--- config.mk ---
export PLATFORM = sky130hd
export DESIGN_NAME = linear_interp_audio_resampler_core
export DESIGN_NICKNAME = d
export VERILOG_FILES = /design/src/hw/rtl/lir_pkg.sv /design/src/hw/rtl/lir_front.sv /design/src/hw/rtl/lir_queue.sv /design/src/hw/rtl/lir_back.sv /design/src/hw/rtl/linear_interp_audio_resampler_core.sv
export SDC_FILE = /design/constraint.sdc
export NUM_CORES = 2
export LEC_CHECK = 0
export BUFFER_PORTS_ARGS = -buffer_cell sky130_fd_sc_hd__buf_2
export CAP_MARGIN = 20
export CORE_UTILIZATION = 40
export DETAILED_ROUTE_END_ITERATION = 8
export GPL_TIMING_DRIVEN = 0
export PLACE_DENSITY = 0.6
export RECOVER_POWER = 50
export SKIP_CTS_REPAIR_TIMING = 1
export SLEW_MARGIN = 20
export SYNTH_ARGS = -nofsm -noshare
export SYNTH_HDL_FRONTEND = slang
export SYNTH_SLANG_ARGS = --single-unit
--- constraint.sdc ---
create_clock -name clk -period 17.8 [get_ports clk]
set_input_delay 2.67 -clock clk [delete_from_list [all_inputs] [get_ports clk]]
set_output_delay 2.67 -clock clk [all_outputs]
set_load 0.02 [all_outputs]
--- src/hw/rtl/lir_pkg.sv ---
// ----------------------------------------------------------------------------
// lir_pkg: shared definitions of the linear interpolation resampler
// Rates, widths, divider constants and the queue entry passed front to back.
// ----------------------------------------------------------------------------
package lir_pkg;

  // Fixed source rate and the derived clamp limits of the output rate
  localparam int SOURCE_RATE = 55930;
  localparam int RATE_LOW    = SOURCE_RATE / 2 + 1;
  localparam int RATE_RESET  = 44100;

  // Blend arithmetic: weights are phase/256, the sum is divided by SOURCE_RATE/256
  localparam int WEIGHT_DIV = SOURCE_RATE / 256;
  localparam int GAIN       = 11;

  // Field and internal widths
  localparam int SAMPLE_W = 16;
  localparam int RATE_W   = 16;
  localparam int PHASE_W  = 17;
  localparam int WEIGHT_W = 8;
  localparam int OUT_W    = 20;
  localparam int PROD_W   = SAMPLE_W + WEIGHT_W + 1;
  localparam int MAG_W    = PROD_W - 1;
  localparam int QUO_W    = 17;

  // Reciprocal of WEIGHT_DIV, scaled by 2^RECIP_SHIFT (truncated)
  localparam int RECIP_SHIFT = 31;
  localparam int RECIP_W     = 24;
  localparam logic [RECIP_W-1:0] RECIP =
    RECIP_W'((64'(1) << RECIP_SHIFT) / WEIGHT_DIV);

  // Output range after gain
  localparam int OUT_MAX = 360448;

  // Decoupling queue
  localparam int QUEUE_DEPTH = 4;
  localparam int QPTR_W      = 2;
  localparam int QCNT_W      = 3;

  // Number of audio channels (left is lane 0, right is lane 1)
  localparam int LANES = 2;

  // One blend request: sample pair and weights for both channels
  typedef struct packed {
    logic signed [SAMPLE_W-1:0] older_right;
    logic signed [SAMPLE_W-1:0] older_left;
    logic signed [SAMPLE_W-1:0] newer_right;
    logic signed [SAMPLE_W-1:0] newer_left;
    logic [WEIGHT_W-1:0]        w_older;
    logic [WEIGHT_W-1:0]        w_newer;
  } lir_entry_t;

  // Queue status seen by both sides
  typedef struct packed {
    logic full;
    logic empty;
  } lir_qstat_t;

endpackage

--- src/hw/rtl/lir_front.sv ---
// ----------------------------------------------------------------------------
// lir_front: phase tracking and slot classification
// Accepts source samples, advances the phase, and queues a blend request for
// every slot that is complete.
// ----------------------------------------------------------------------------
module lir_front (
  input  logic                           clk,
  input  logic                           rst,
  input  logic                           cfg_we,
  input  logic [lir_pkg::RATE_W-1:0]     cfg_wdata,
  input  logic                           s_axis_tvalid,
  output logic                           s_axis_tready,
  input  logic [2*lir_pkg::SAMPLE_W-1:0] s_axis_tdata,  // source_left, source_right
  input  lir_pkg::lir_qstat_t            qstat,
  output logic                           push_valid,
  output lir_pkg::lir_entry_t            push_entry
);

  logic [lir_pkg::RATE_W-1:0]          output_rate;
  logic [lir_pkg::PHASE_W-1:0]         phase;
  logic                                awaiting;
  logic signed [lir_pkg::SAMPLE_W-1:0] newer_left;
  logic signed [lir_pkg::SAMPLE_W-1:0] newer_right;

  logic [lir_pkg::RATE_W-1:0]  rate_use;
  logic [lir_pkg::RATE_W-1:0]  step;
  logic signed [lir_pkg::PHASE_W:0] dec;
  logic signed [lir_pkg::PHASE_W:0] wrapped;
  logic                        underflow;
  logic [lir_pkg::PHASE_W-1:0] phase_emit;
  logic [lir_pkg::PHASE_W-1:0] phase_rest;
  logic                        accept;

  // Clamp the rate so the phase stays in range
  always_comb begin
    rate_use = output_rate;
    if (output_rate < lir_pkg::RATE_W'(lir_pkg::RATE_LOW)) begin
      rate_use = lir_pkg::RATE_W'(lir_pkg::RATE_LOW);
    end else if (output_rate > lir_pkg::RATE_W'(lir_pkg::SOURCE_RATE)) begin
      rate_use = lir_pkg::RATE_W'(lir_pkg::SOURCE_RATE);
    end
  end

  // Lower the phase by one slot and detect underflow
  always_comb begin
    step      = lir_pkg::RATE_W'(lir_pkg::SOURCE_RATE) - rate_use;
    dec       = $signed({1'b0, phase}) - $signed({2'b00, step});
    wrapped   = dec + $signed({2'b00, rate_use});
    underflow = dec[lir_pkg::PHASE_W];
  end

  // Build the blend request from the phase that the slot ends with
  always_comb begin
    s_axis_tready = !qstat.full;
    accept        = s_axis_tvalid && s_axis_tready;
    phase_emit    = awaiting ? phase : dec[lir_pkg::PHASE_W-1:0];
    phase_rest    = lir_pkg::PHASE_W'(lir_pkg::SOURCE_RATE) - phase_emit;
    push_valid    = accept && (awaiting || !underflow);
    push_entry.older_left  = newer_left;
    push_entry.older_right = newer_right;
    push_entry.newer_left  = $signed(s_axis_tdata[lir_pkg::SAMPLE_W-1:0]);
    push_entry.newer_right = $signed(s_axis_tdata[2*lir_pkg::SAMPLE_W-1:lir_pkg::SAMPLE_W]);
    push_entry.w_older     = phase_emit[15:8];
    push_entry.w_newer     = phase_rest[15:8];
  end

  // Hold the rate, phase and sample state
  always_ff @(posedge clk) begin
    if (rst) begin
      output_rate <= lir_pkg::RATE_W'(lir_pkg::RATE_RESET);
      phase       <= '0;
      awaiting    <= 1'b0;
      newer_left  <= '0;
      newer_right <= '0;
    end else begin
      if (cfg_we) begin
        output_rate <= cfg_wdata;
      end
      if (accept) begin
        newer_left  <= push_entry.newer_left;
        newer_right <= push_entry.newer_right;
        if (awaiting) begin
          awaiting <= 1'b0;
        end else if (underflow) begin
          phase    <= wrapped[lir_pkg::PHASE_W-1:0];
          awaiting <= 1'b1;
        end else begin
          phase <= dec[lir_pkg::PHASE_W-1:0];
        end
      end
    end
  end

  a_phase_range: assert property (@(posedge clk) disable iff (rst)
    phase < lir_pkg::PHASE_W'(lir_pkg::SOURCE_RATE))
    else $error("phase left its range");

  a_extra_emits: assert property (@(posedge clk) disable iff (rst)
    (accept && awaiting) |-> push_valid)
    else $error("second sample of a slot did not emit");

  a_underflow_waits: assert property (@(posedge clk) disable iff (rst)
    (accept && !awaiting && !push_valid) |=> awaiting)
    else $error("underflowing slot did not wait for its second sample");

endmodule

--- src/hw/rtl/lir_queue.sv ---
// ----------------------------------------------------------------------------
// lir_queue: request queue between front and back
// Small register queue of blend requests; lets either side stall on its own.
// ----------------------------------------------------------------------------
module lir_queue (
  input  logic                clk,
  input  logic                rst,
  input  logic                push_valid,
  input  lir_pkg::lir_entry_t push_entry,
  input  logic                pop,
  output lir_pkg::lir_entry_t head,
  output lir_pkg::lir_qstat_t qstat
);

  lir_pkg::lir_entry_t           slots [lir_pkg::QUEUE_DEPTH];
  logic [lir_pkg::QPTR_W-1:0]    wr_ptr;
  logic [lir_pkg::QPTR_W-1:0]    rd_ptr;
  logic [lir_pkg::QCNT_W-1:0]    count;
  logic                          do_push;
  logic                          do_pop;

  // Status and head of queue
  always_comb begin
    qstat.full  = (count == lir_pkg::QCNT_W'(lir_pkg::QUEUE_DEPTH));
    qstat.empty = (count == '0);
    do_push     = push_valid && !qstat.full;
    do_pop      = pop && !qstat.empty;
    head        = slots[rd_ptr];
  end

  // Store requests
  always_ff @(posedge clk) begin
    if (do_push) begin
      slots[wr_ptr] <= push_entry;
    end
  end

  // Advance pointers and count
  always_ff @(posedge clk) begin
    if (rst) begin
      wr_ptr <= '0;
      rd_ptr <= '0;
      count  <= '0;
    end else begin
      if (do_push) begin
        wr_ptr <= wr_ptr + 1'b1;
      end
      if (do_pop) begin
        rd_ptr <= rd_ptr + 1'b1;
      end
      if (do_push && !do_pop) begin
        count <= count + 1'b1;
      end else if (do_pop && !do_push) begin
        count <= count - 1'b1;
      end
    end
  end

  a_no_lost_push: assert property (@(posedge clk) disable iff (rst)
    push_valid |-> !qstat.full)
    else $error("request pushed into a full queue");

endmodule

--- src/hw/rtl/lir_back.sv ---
// ----------------------------------------------------------------------------
// lir_back: blend pipeline
// Weights both samples, divides by SOURCE_RATE/256 through a reciprocal with
// one correction step, applies the gain and holds the result for the sink.
// ----------------------------------------------------------------------------
module lir_back (
  input  logic                        clk,
  input  logic                        rst,
  input  lir_pkg::lir_entry_t         head,
  input  lir_pkg::lir_qstat_t         qstat,
  output logic                        pop,
  output logic                        m_axis_tvalid,
  input  logic                        m_axis_tready,
  output logic [2*lir_pkg::OUT_W-1:0] m_axis_tdata  // out_left, out_right
);

  localparam int PW = lir_pkg::PROD_W;
  localparam int MW = lir_pkg::MAG_W;
  localparam int QW = lir_pkg::QUO_W;
  localparam int WW = MW + lir_pkg::RECIP_W;

  localparam logic signed [lir_pkg::OUT_W-1:0] OUT_HI = lir_pkg::OUT_W'(lir_pkg::OUT_MAX);
  localparam logic signed [lir_pkg::OUT_W-1:0] OUT_LO = -OUT_HI;

  logic en;
  logic v1, v2, v3, v4;

  logic signed [PW-1:0]          prod_older [lir_pkg::LANES];
  logic signed [PW-1:0]          prod_newer [lir_pkg::LANES];
  logic [MW-1:0]                 mag2 [lir_pkg::LANES];
  logic [MW-1:0]                 mag3 [lir_pkg::LANES];
  logic [QW-1:0]                 quo3 [lir_pkg::LANES];
  logic [QW-1:0]                 quo4 [lir_pkg::LANES];
  logic                          neg2 [lir_pkg::LANES];
  logic                          neg3 [lir_pkg::LANES];
  logic                          neg4 [lir_pkg::LANES];
  logic signed [lir_pkg::OUT_W-1:0] out_val [lir_pkg::LANES];

  logic signed [lir_pkg::SAMPLE_W-1:0] older_s [lir_pkg::LANES];
  logic signed [lir_pkg::SAMPLE_W-1:0] newer_s [lir_pkg::LANES];
  logic signed [PW-1:0]          sum_c  [lir_pkg::LANES];
  logic [WW-1:0]                 wide_c [lir_pkg::LANES];
  logic [PW-1:0]                 back_c [lir_pkg::LANES];
  logic [PW-1:0]                 rem_c  [lir_pkg::LANES];
  logic signed [QW:0]            sgn_c  [lir_pkg::LANES];
  logic signed [QW+4:0]          scl_c  [lir_pkg::LANES];

  // Advance the whole pipe while the output register is free or drains
  always_comb begin
    en  = !m_axis_tvalid || m_axis_tready;
    pop = en && !qstat.empty;
    older_s[0] = head.older_left;
    older_s[1] = head.older_right;
    newer_s[0] = head.newer_left;
    newer_s[1] = head.newer_right;
  end

  // Per-lane arithmetic between stages
  always_comb begin
    for (int i = 0; i < lir_pkg::LANES; i++) begin
      sum_c[i]  = prod_older[i] + prod_newer[i];
      wide_c[i] = WW'(mag2[i]) * WW'(lir_pkg::RECIP);
      back_c[i] = PW'(quo3[i]) * PW'(lir_pkg::WEIGHT_DIV);
      rem_c[i]  = {1'b0, mag3[i]} - back_c[i];
      sgn_c[i]  = neg4[i] ? -$signed({1'b0, quo4[i]}) : $signed({1'b0, quo4[i]});
      scl_c[i]  = (QW+5)'(sgn_c[i]) * (QW+5)'(lir_pkg::GAIN);
    end
  end

  // Stage valids and output valid
  always_ff @(posedge clk) begin
    if (rst) begin
      v1            <= 1'b0;
      v2            <= 1'b0;
      v3            <= 1'b0;
      v4            <= 1'b0;
      m_axis_tvalid <= 1'b0;
    end else if (en) begin
      v1            <= pop;
      v2            <= v1;
      v3            <= v2;
      v4            <= v3;
      m_axis_tvalid <= v4;
    end
  end

  // Stage payloads: weight, magnitude, reciprocal, correction, gain
  always_ff @(posedge clk) begin
    if (en) begin
      for (int i = 0; i < lir_pkg::LANES; i++) begin
        prod_older[i] <= older_s[i] * $signed({1'b0, head.w_older});
        prod_newer[i] <= newer_s[i] * $signed({1'b0, head.w_newer});
        neg2[i]       <= sum_c[i][PW-1];
        mag2[i]       <= sum_c[i][PW-1] ? MW'(-sum_c[i]) : MW'(sum_c[i]);
        neg3[i]       <= neg2[i];
        mag3[i]       <= mag2[i];
        quo3[i]       <= wide_c[i][lir_pkg::RECIP_SHIFT +: QW];
        neg4[i]       <= neg3[i];
        quo4[i]       <= (rem_c[i] >= PW'(lir_pkg::WEIGHT_DIV)) ? quo3[i] + 1'b1 : quo3[i];
        out_val[i]    <= scl_c[i][lir_pkg::OUT_W-1:0];
      end
    end
  end

  assign m_axis_tdata = {out_val[1], out_val[0]};

  a_out_range: assert property (@(posedge clk) disable iff (rst)
    m_axis_tvalid |-> (out_val[0] <= OUT_HI && out_val[0] >= OUT_LO &&
                       out_val[1] <= OUT_HI && out_val[1] >= OUT_LO))
    else $error("blend result out of range");

endmodule

--- src/hw/rtl/linear_interp_audio_resampler_core.sv ---
// ----------------------------------------------------------------------------
// linear_interp_audio_resampler_core: stereo linear interpolation resampler
// Front tracks phase and samples, a short queue holds blend requests, the
// back pipeline computes the weighted, divided and amplified output pair.
// ----------------------------------------------------------------------------
//   channel   dir   payload                         handshake
//   s_axis    in    source_left, source_right       tvalid/tready
//   m_axis    out   out_left, out_right             tvalid/tready
//   cfg       in    output_rate                     cfg_we, no wait
//
// One source request is accepted per cycle while the queue is not full; the
// front updates phase and samples on acceptance. A result passes the queue
// and the weight, magnitude, reciprocal, correction and gain stages.
// Synchronous reset clears the phase, samples and queue; the rate returns
// to 44100. A stalled sink freezes the back pipe; the front keeps accepting
// until the four-entry queue is full.
// ----------------------------------------------------------------------------
module linear_interp_audio_resampler_core (
  input  logic                           clk,
  input  logic                           rst,
  input  logic                           cfg_we,
  input  logic [lir_pkg::RATE_W-1:0]     cfg_wdata,      // output_rate
  input  logic                           s_axis_tvalid,
  output logic                           s_axis_tready,
  input  logic [2*lir_pkg::SAMPLE_W-1:0] s_axis_tdata,   // source_left, source_right
  output logic                           m_axis_tvalid,
  input  logic                           m_axis_tready,
  output logic [2*lir_pkg::OUT_W-1:0]    m_axis_tdata    // out_left, out_right
);

  logic                push_valid;
  lir_pkg::lir_entry_t push_entry;
  lir_pkg::lir_entry_t head;
  lir_pkg::lir_qstat_t qstat;
  logic                pop;

  // Classify source samples and queue blend requests
  lir_front u_front (
    .clk           (clk),
    .rst           (rst),
    .cfg_we        (cfg_we),
    .cfg_wdata     (cfg_wdata),
    .s_axis_tvalid (s_axis_tvalid),
    .s_axis_tready (s_axis_tready),
    .s_axis_tdata  (s_axis_tdata),
    .qstat         (qstat),
    .push_valid    (push_valid),
    .push_entry    (push_entry)
  );

  // Decouple front and back
  lir_queue u_queue (
    .clk        (clk),
    .rst        (rst),
    .push_valid (push_valid),
    .push_entry (push_entry),
    .pop        (pop),
    .head       (head),
    .qstat      (qstat)
  );

  // Compute and deliver results
  lir_back u_back (
    .clk           (clk),
    .rst           (rst),
    .head          (head),
    .qstat         (qstat),
    .pop           (pop),
    .m_axis_tvalid (m_axis_tvalid),
    .m_axis_tready (m_axis_tready),
    .m_axis_tdata  (m_axis_tdata)
  );

endmodule

## Yosys cells after proc, flatten, opt, wreduce, memory -nomap -nowiden

Memories as Yosys holds them, arrays and structs flattened. A register that Yosys moved wholly into a read port is not among the register bits.
Index checks and enable logic that the tools add are counted.

- Add/subtract/negate cells: 18
- $mul: 10
- Div/mod/pow operators: 0
- Order comparisons: 4
- Equal/unequal tests: 1
- Shift-type cells: 0
- Mux-type cells: 20
- Bitwise logic cells: 1
- Reductions and logical operators: 18

Operators by type and width:

| cell | count |
|---|---|
| $mul A16 B9 Y25 | 4 |
| $mul A24 B23 Y47 const B | 2 |
| $mux W17 | 3 |
| $add A25 B25 Y25 | 2 |
| $ge A25 B8 Y1 const B | 2 |
| $sub A24 B25 Y25 | 2 |
| $mul A17 B7 Y24 const B | 2 |
| $mux W16 | 3 |
| $mux W24 | 2 |
| $neg A24 Y24 | 2 |
| $mul A18 B5 Y20 const B | 2 |
| $mux W18 | 2 |
| $neg A17 Y18 | 2 |
| $add A17 B1 Y17 const B | 2 |
| $sub A16 B16 Y16 const A | 2 |
| $sub A17 B16 Y18 | 1 |
| $add A17 B17 Y17 | 1 |
| $gt A16 B16 Y1 const B | 1 |
| $lt A16 B15 Y1 const B | 1 |
| $logic_and A1 B1 Y1 | 7 |
| $logic_not A1 Y1 | 6 |
| $mux W1 | 6 |
| $mux W3 | 2 |
| $add A2 B1 Y2 const B | 2 |
| 9 further kinds | 11 |

- Register bits: 78
- Latch bits: 0
- RAM bits: 630
- Bits in read-only memories: 0
- Bits of input ports: 53
- Output and inout port bits: 42
- Logic and storage cells: 96
- Memories: 11

Memories:

| memory | words | bits a word | rd ports | clocked after memory_dff | write ports | RTL line | text |
|---|---|---|---|---|---|---|---|
| u_queue.slots | 4 | 80 | 1 | 1 | 1 | lir_queue.sv:15 | `lir_pkg::lir_entry_t slots [lir_pkg::QUEUE_DEPTH];` |
| u_back.prod_newer | 2 | 25 | 2 | 0 | 2 | lir_back.sv:29 | `logic signed [PW-1:0] prod_newer [lir_pkg::LANES];` |
| u_back.prod_older | 2 | 25 | 2 | 0 | 2 | lir_back.sv:28 | `logic signed [PW-1:0] prod_older [lir_pkg::LANES];` |
| u_back.mag2 | 2 | 24 | 2 | 0 | 2 | lir_back.sv:30 | `logic [MW-1:0] mag2 [lir_pkg::LANES];` |
| u_back.mag3 | 2 | 24 | 2 | 0 | 2 | lir_back.sv:31 | `logic [MW-1:0] mag3 [lir_pkg::LANES];` |
| u_back.out_val | 2 | 20 | 2 | 0 | 2 | lir_back.sv:37 | `logic signed [lir_pkg::OUT_W-1:0] out_val [lir_pkg::LANES];` |
| +5 memories | -- | -- | -- | -- | -- | -- |  |

## Logic depth before layout (Yosys ltp)

- Depth after elaboration: 13
- Gate-level depth with buffers: 32
- Mapped depth without buffers: 32

## By module

From an unflattened synthesis, not the netlist that was laid out.

- Cells, all modules: 7,443
- Area, all modules: 79,341.1 um^2

By module, submodules not included:

| module | times used | cells an instance | area each (um^2) | sequential area each (um^2) |
|---|---|---|---|---|
| lir_back | 1 | 6,242 | 61,745.5 | 9,349.0 |
| lir_queue | 1 | 466 | 12,094.1 | 9,789.4 |
| lir_front | 1 | 735 | 5,501.5 | 1,321.3 |

## Least setup slack after synthesis

No wires, ideal clock.

- Path kind: input-to-reg
- From: input port m_axis_tready
- To: register u_queue.count[2] (netlist bit)
- Library setup time: 0.070 ns
- Arrival: 11.207 ns
- Required time: 17.730 ns
- Slack: 6.522 ns
- Stages on the path: 9
- Buffers on the path: 0
- Cell sequence: nor2b_1 > inv_1 > o31ai_1 > ha_1 > inv_1 > fa_1 > xor2_1 > or3_1 > a21oi_1

- Longest elaborated chain between the ends: 6
- Elaborated cells between the ends (all ways): 8
- Classes of those cells: mux: 1; reduce/logical: 7

RTL lines:

| item | RTL line | text |
|---|---|---|
| from (decl) | linear_interp_audio_resampler_core.sv:27 | `input logic m_axis_tready,` |
| $logic_or A1 B1 Y1 * | lir_back.sv:50 | `en = !m_axis_tvalid \|\| m_axis_tready;` |
| $logic_and A1 B1 Y1 * | lir_back.sv:51 | `pop = en && !qstat.empty;` |
| $logic_and A1 B1 Y1 * | lir_queue.sv:27 | `do_pop = pop && !qstat.empty;` |
| $logic_not A1 Y1 | lir_queue.sv:51 | `if (do_push && !do_pop) begin` |
| $logic_and A1 B1 Y1 | lir_queue.sv:51 |  |
| $mux W3 / $reduce_bool A2 Y1 (equally long branches) | -- |  |
| to (signal assigned) | lir_queue.sv:52 | `count <= count + 1'b1;` |
| to (signal assigned) | lir_queue.sv:54 | `count <= count - 1'b1;` |
| to (decl) | lir_queue.sv:18 | `logic [lir_pkg::QCNT_W-1:0] count;` |

Every way passes the cells marked *; elsewhere a longest branch is shown, timed or not.
A chain may end at the register's enable or synchronous reset.

==> results.sh <==
export IMPL_timing_fmax_mhz=89.9
export IMPL_die_area_um2=197000
export IMPL_ant_nets=0
export IMPL_vias_per_cell=5.03
export IMPL_drcViolationCount=0
export IMPL_setup_tns_final_ns=0
export IMPL_cap_violations=3
export IMPL_path_cells="buf_2 > nor2b_1 > clkinvlp_2 > clkbuf_1 > clkbuf_1"
export IMPL_fin_hold_ws_ns=0.418
export IMPL_dr_first_iter_drc_count=2560
export IMPL_crit_type="in2reg"
export IMPL_r2r_end="u_back.mag3[0][21]"
export IMPL_ios=95
export IMPL_synth_cells=7496
export IMPL_ys_ff_latch=708
export IMPL_outcome="complete, but fails checks"
export IMPL_finalClockSkew_ns=0.0437
export IMPL_cp_end_kind="flop"
export IMPL_grt_pass1_vias=54300
export IMPL_rows=161
export IMPL_grt_pass1_wl_mm=286
export IMPL_cpMostUsedCell="clkbuf_1"
export IMPL_tritoncts="built"
export IMPL_die_h_um=444
export IMPL_yosysWarnings=0
export IMPL_max_stage_delay_ns=4.17
export IMPL_rsz0062_at_grt="false"
export IMPL_path_buf_inv=4
export IMPL_htreeDepth=3
export IMPL_fillCellCount=18300
export IMPL_report_final_hold_viol_count=0
export IMPL_fin_cells=10300
export IMPL_ys_types=80
export IMPL_dp_hpwl_mm=145
export IMPL_crit_fanout=114
export IMPL_endpoint="u_back.mag3[0][21]"
export IMPL_dpl_cell_count=10100
export IMPL_dr_pass1_iters=6
export IMPL_post_drt_wl_per_cell_um=17.2
export IMPL_final_max_slew_violation_count=307
export IMPL_clkLatencyLatePin_ns=0.71
export IMPL_die_w_um=444
export IMPL_violations="capacitance limit, slew limit"
export IMPL_seq_area_frac_synth_pct=26.2
export IMPL_layout_nets=9758
export IMPL_grt_usage_pct=18.2
export IMPL_io_buffers=92
export IMPL_setup_viol=0
export IMPL_start_kind="input pin"
export IMPL_hold_class="reg2reg"
export IMPL_cp_arrival_ns=11.26
export IMPL_grt_overflow=0
export IMPL_syn_to_final_growth_pct=8.06
export IMPL_post_route_period_util_pct=62.5
export IMPL_cts_buffer_depth=3
export IMPL_synthArstFlopShare_pct=0
export IMPL_antenna_found_initial=5
export IMPL_cp_slowest_cell="clkbuf_1"
export IMPL_syn_area_um2=78100
export IMPL_clk_pin_slew_ns=0.05
export IMPL_grt_max_degree=115
export IMPL_required_ns=17.93
export IMPL_synth_top_cell_area_share_pct=24.7
export IMPL_floorplan_initialDensity_pct=40.4
export IMPL_layout_min_cycle_time_ns=11.12
export IMPL_clock_sinks=708
export IMPL_vias=51600
export IMPL_reg2regPathDepth=4
export IMPL_cts_root_buf="clkbuf_16"
export IMPL_cts_buffers=79
export IMPL_rr_startpoint="u_back.m_axis_tvalid"
export IMPL_worst_slew_pin_slew_ns=5.62
export IMPL_synth_edf_count=628
export IMPL_synth_avg_cell_area_um2=10.4
export IMPL_crit_cells=5
export IMPL_relSlewSlack_pct=-275
export IMPL_synth_nets=9577
export IMPL_cp_startpoint="m_axis_tready"
export IMPL_reg2reg_slack_ns=8.30
export IMPL_yosysTopAreaCell="fa_1"
export IMPL_wl_mm=177
export IMPL_gp_congestion=0.899
export IMPL_synthFlopType="edfxtp_1"
export IMPL_cp_top_family="buffers and inverters"
export IMPL_core_area_um2=193000
export IMPL_synth_area_leaders="fa_1, edfxtp_1, ha_1"
export IMPL_drive_gt1_share_pct=3.98
## cell usage after synthesis, drive strengths merged (9+ instances only)
| cell | n |
|---|---|
| a2111oi | 12 |
| a211o | 13 |
| a211oi | 41 |
| a21boi | 11 |
| a21o | 109 |
| a21oi | 266 |
| a31oi | 28 |
| a41oi | 9 |
| and2 | 26 |
| and3 | 51 |
| buf | 17 |
| clkbuf | 115 |
| dfxtp | 80 |
| edfxtp | 628 |
| fa | 963 |
| ha | 1065 |
| inv | 1525 |
| mux2 | 71 |
| mux2i | 92 |
| mux4 | 14 |
| nand2 | 479 |
| nand2b | 63 |
| nand3 | 72 |
| nand3b | 9 |
| nand4 | 21 |
| nor2 | 565 |
| nor2b | 37 |
| nor3 | 84 |
| nor4 | 13 |
| o2111ai | 11 |
| o211ai | 23 |
| o21a | 74 |
| o21ai | 245 |
| o21bai | 24 |
| o31ai | 26 |
| o41ai | 21 |
| or2 | 34 |
| or3 | 32 |
| or4 | 10 |
| xnor2 | 281 |
| xor2 | 133 |
## sequential cells by signal, summed over array words and instances, names as in the netlist, 2 cells and up, named ones only
| register | count |
|---|---|
| u_queue.slots | 320 |
| u_back.prod_newer | 50 |
| u_back.prod_older | 50 |
| u_back.mag2 | 48 |
| u_back.mag3 | 46 |
| u_back.out_val | 40 |
| u_back.quo3 | 34 |
| u_back.quo4 | 34 |
| u_front.phase | 17 |
| u_front.newer_left | 16 |
| u_front.newer_right | 16 |
| u_front.output_rate | 16 |
| u_queue.count | 3 |
| u_back.neg2 | 2 |
| u_back.neg3 | 2 |
| u_back.neg4 | 2 |
| u_queue.rd_ptr | 2 |
| u_queue.wr_ptr | 2 |
## final cells by class
class | count | area (um^2) | area share [%]
multi-input combinational | 5129 | 51400 | 60.9
sequential | 708 | 20500 | 24.2
inverter | 1527 | 5730 | 6.79
tap | 2526 | 3160 | 3.75
clock buffer | 95 | 2100 | 2.49
timing repair buffer | 100 | 531 | 0.629
buffer | 132 | 497 | 0.589
clock inverter | 51 | 482 | 0.571
antenna | 1 | 2.50 | 0.00297
## kinds of logic (layout without fill, tap and decap cells)
kind of cell | after synthesis | after routing | share of synthesized area [%]
AO/OA/AOI/OAI | 985 | 985 | 8.08
XOR/XNOR | 414 | 414 | 4.64
adder cells (fa/ha/maj) | 2028 | 2028 | 41.8
buffers and inverters | 1659 | 1905 | 7.97
flip-flops | 708 | 708 | 26.2
multiplexers | 177 | 177 | 2.61
other | 1 | 2 | 0.00480
AND/OR/NAND/NOR | 1524 | 1524 | 8.74
## worst reg2reg max path: stages (launching register included)
cell and delay [ns]:
dfxtp_1 0.31, nor2b_1 0.19, clkinvlp_2 0.42, clkbuf_1 3.69, clkbuf_1 4.22
## metrics by stage
step / cell area [um^2] / util [%] / setup WS (ns)
final: 84400 / 43.7 / 6.68
after global routing: 84400 / 43.7 / 5.54
after CTS: 84500 / 43.8 / 8.30
after detailed placement: 82000 / 42.4 / 8.36
after global placement: 81700 / 42.3 / 3.28
after floorplan: 78100 / - / 6.52
## layer usage
layer	track usage (%)	wire length (um)	vias up
met5	0	0	-
met4	5.92	5850	0
met3	1.90	6320	255
met2	31.3	84400	930
met1	23.9	80200	25400
li1	-	-	25100
## how the worst min path moves through the flow
stage / start / cells past startpoint / slack (ns) / to
4_1_cts: u_back.neg3[0][1] / 0 / 0.42 / u_back.neg4[0][1]
5_1_grt: u_back.neg3[0][1] / 0 / 0.42 / u_back.neg4[0][1]
3_5_place_dp: u_back.neg3[0][1] / 0 / 0.41 / u_back.neg4[0][1]
6_report: u_back.neg3[0][1] / 0 / 0.42 / u_back.neg4[0][1]
3_3_place_gp: u_back.neg3[0][0] / 0 / 0.40 / u_back.neg4[0][0]
2_1_floorplan: u_back.neg2[0][0] / 0 / 0.40 / u_back.neg3[0][0]
## cells in the final DEF (no fill, tap or decap), types with 14 or more instances in the layout
master     count
inv_1       1524
ha_1        1065
fa_1         963
edfxtp_1     628
nor2_1       563
nand2_1      479
xnor2_1      281
a21oi_1      265
o21ai_0      218
clkbuf_1     186
xor2_1       133
a21o_1       109
mux2i_1       92
nor3_1        84
dfxtp_1       80
clkbuf_16     80
o21a_1        74
nand3_1       72
mux2_2        71
nand2b_1      63
and3_1        51
a211oi_1      41
nor2b_1       37
buf_2         36
or2_2         34
or3_1         32
a31oi_1       28
o31ai_1       26
o21ai_1       24
o21bai_1      24
o211ai_1      23
o41ai_1       21
nand4_1       21
and2_1        21
clkinv_2      20
buf_1         16
clkinv_1      16
mux4_2        14
Power is left out: the tool's default activity adds up to more than one toggle a clock period on the data nets, which glitch-free logic cannot reach.
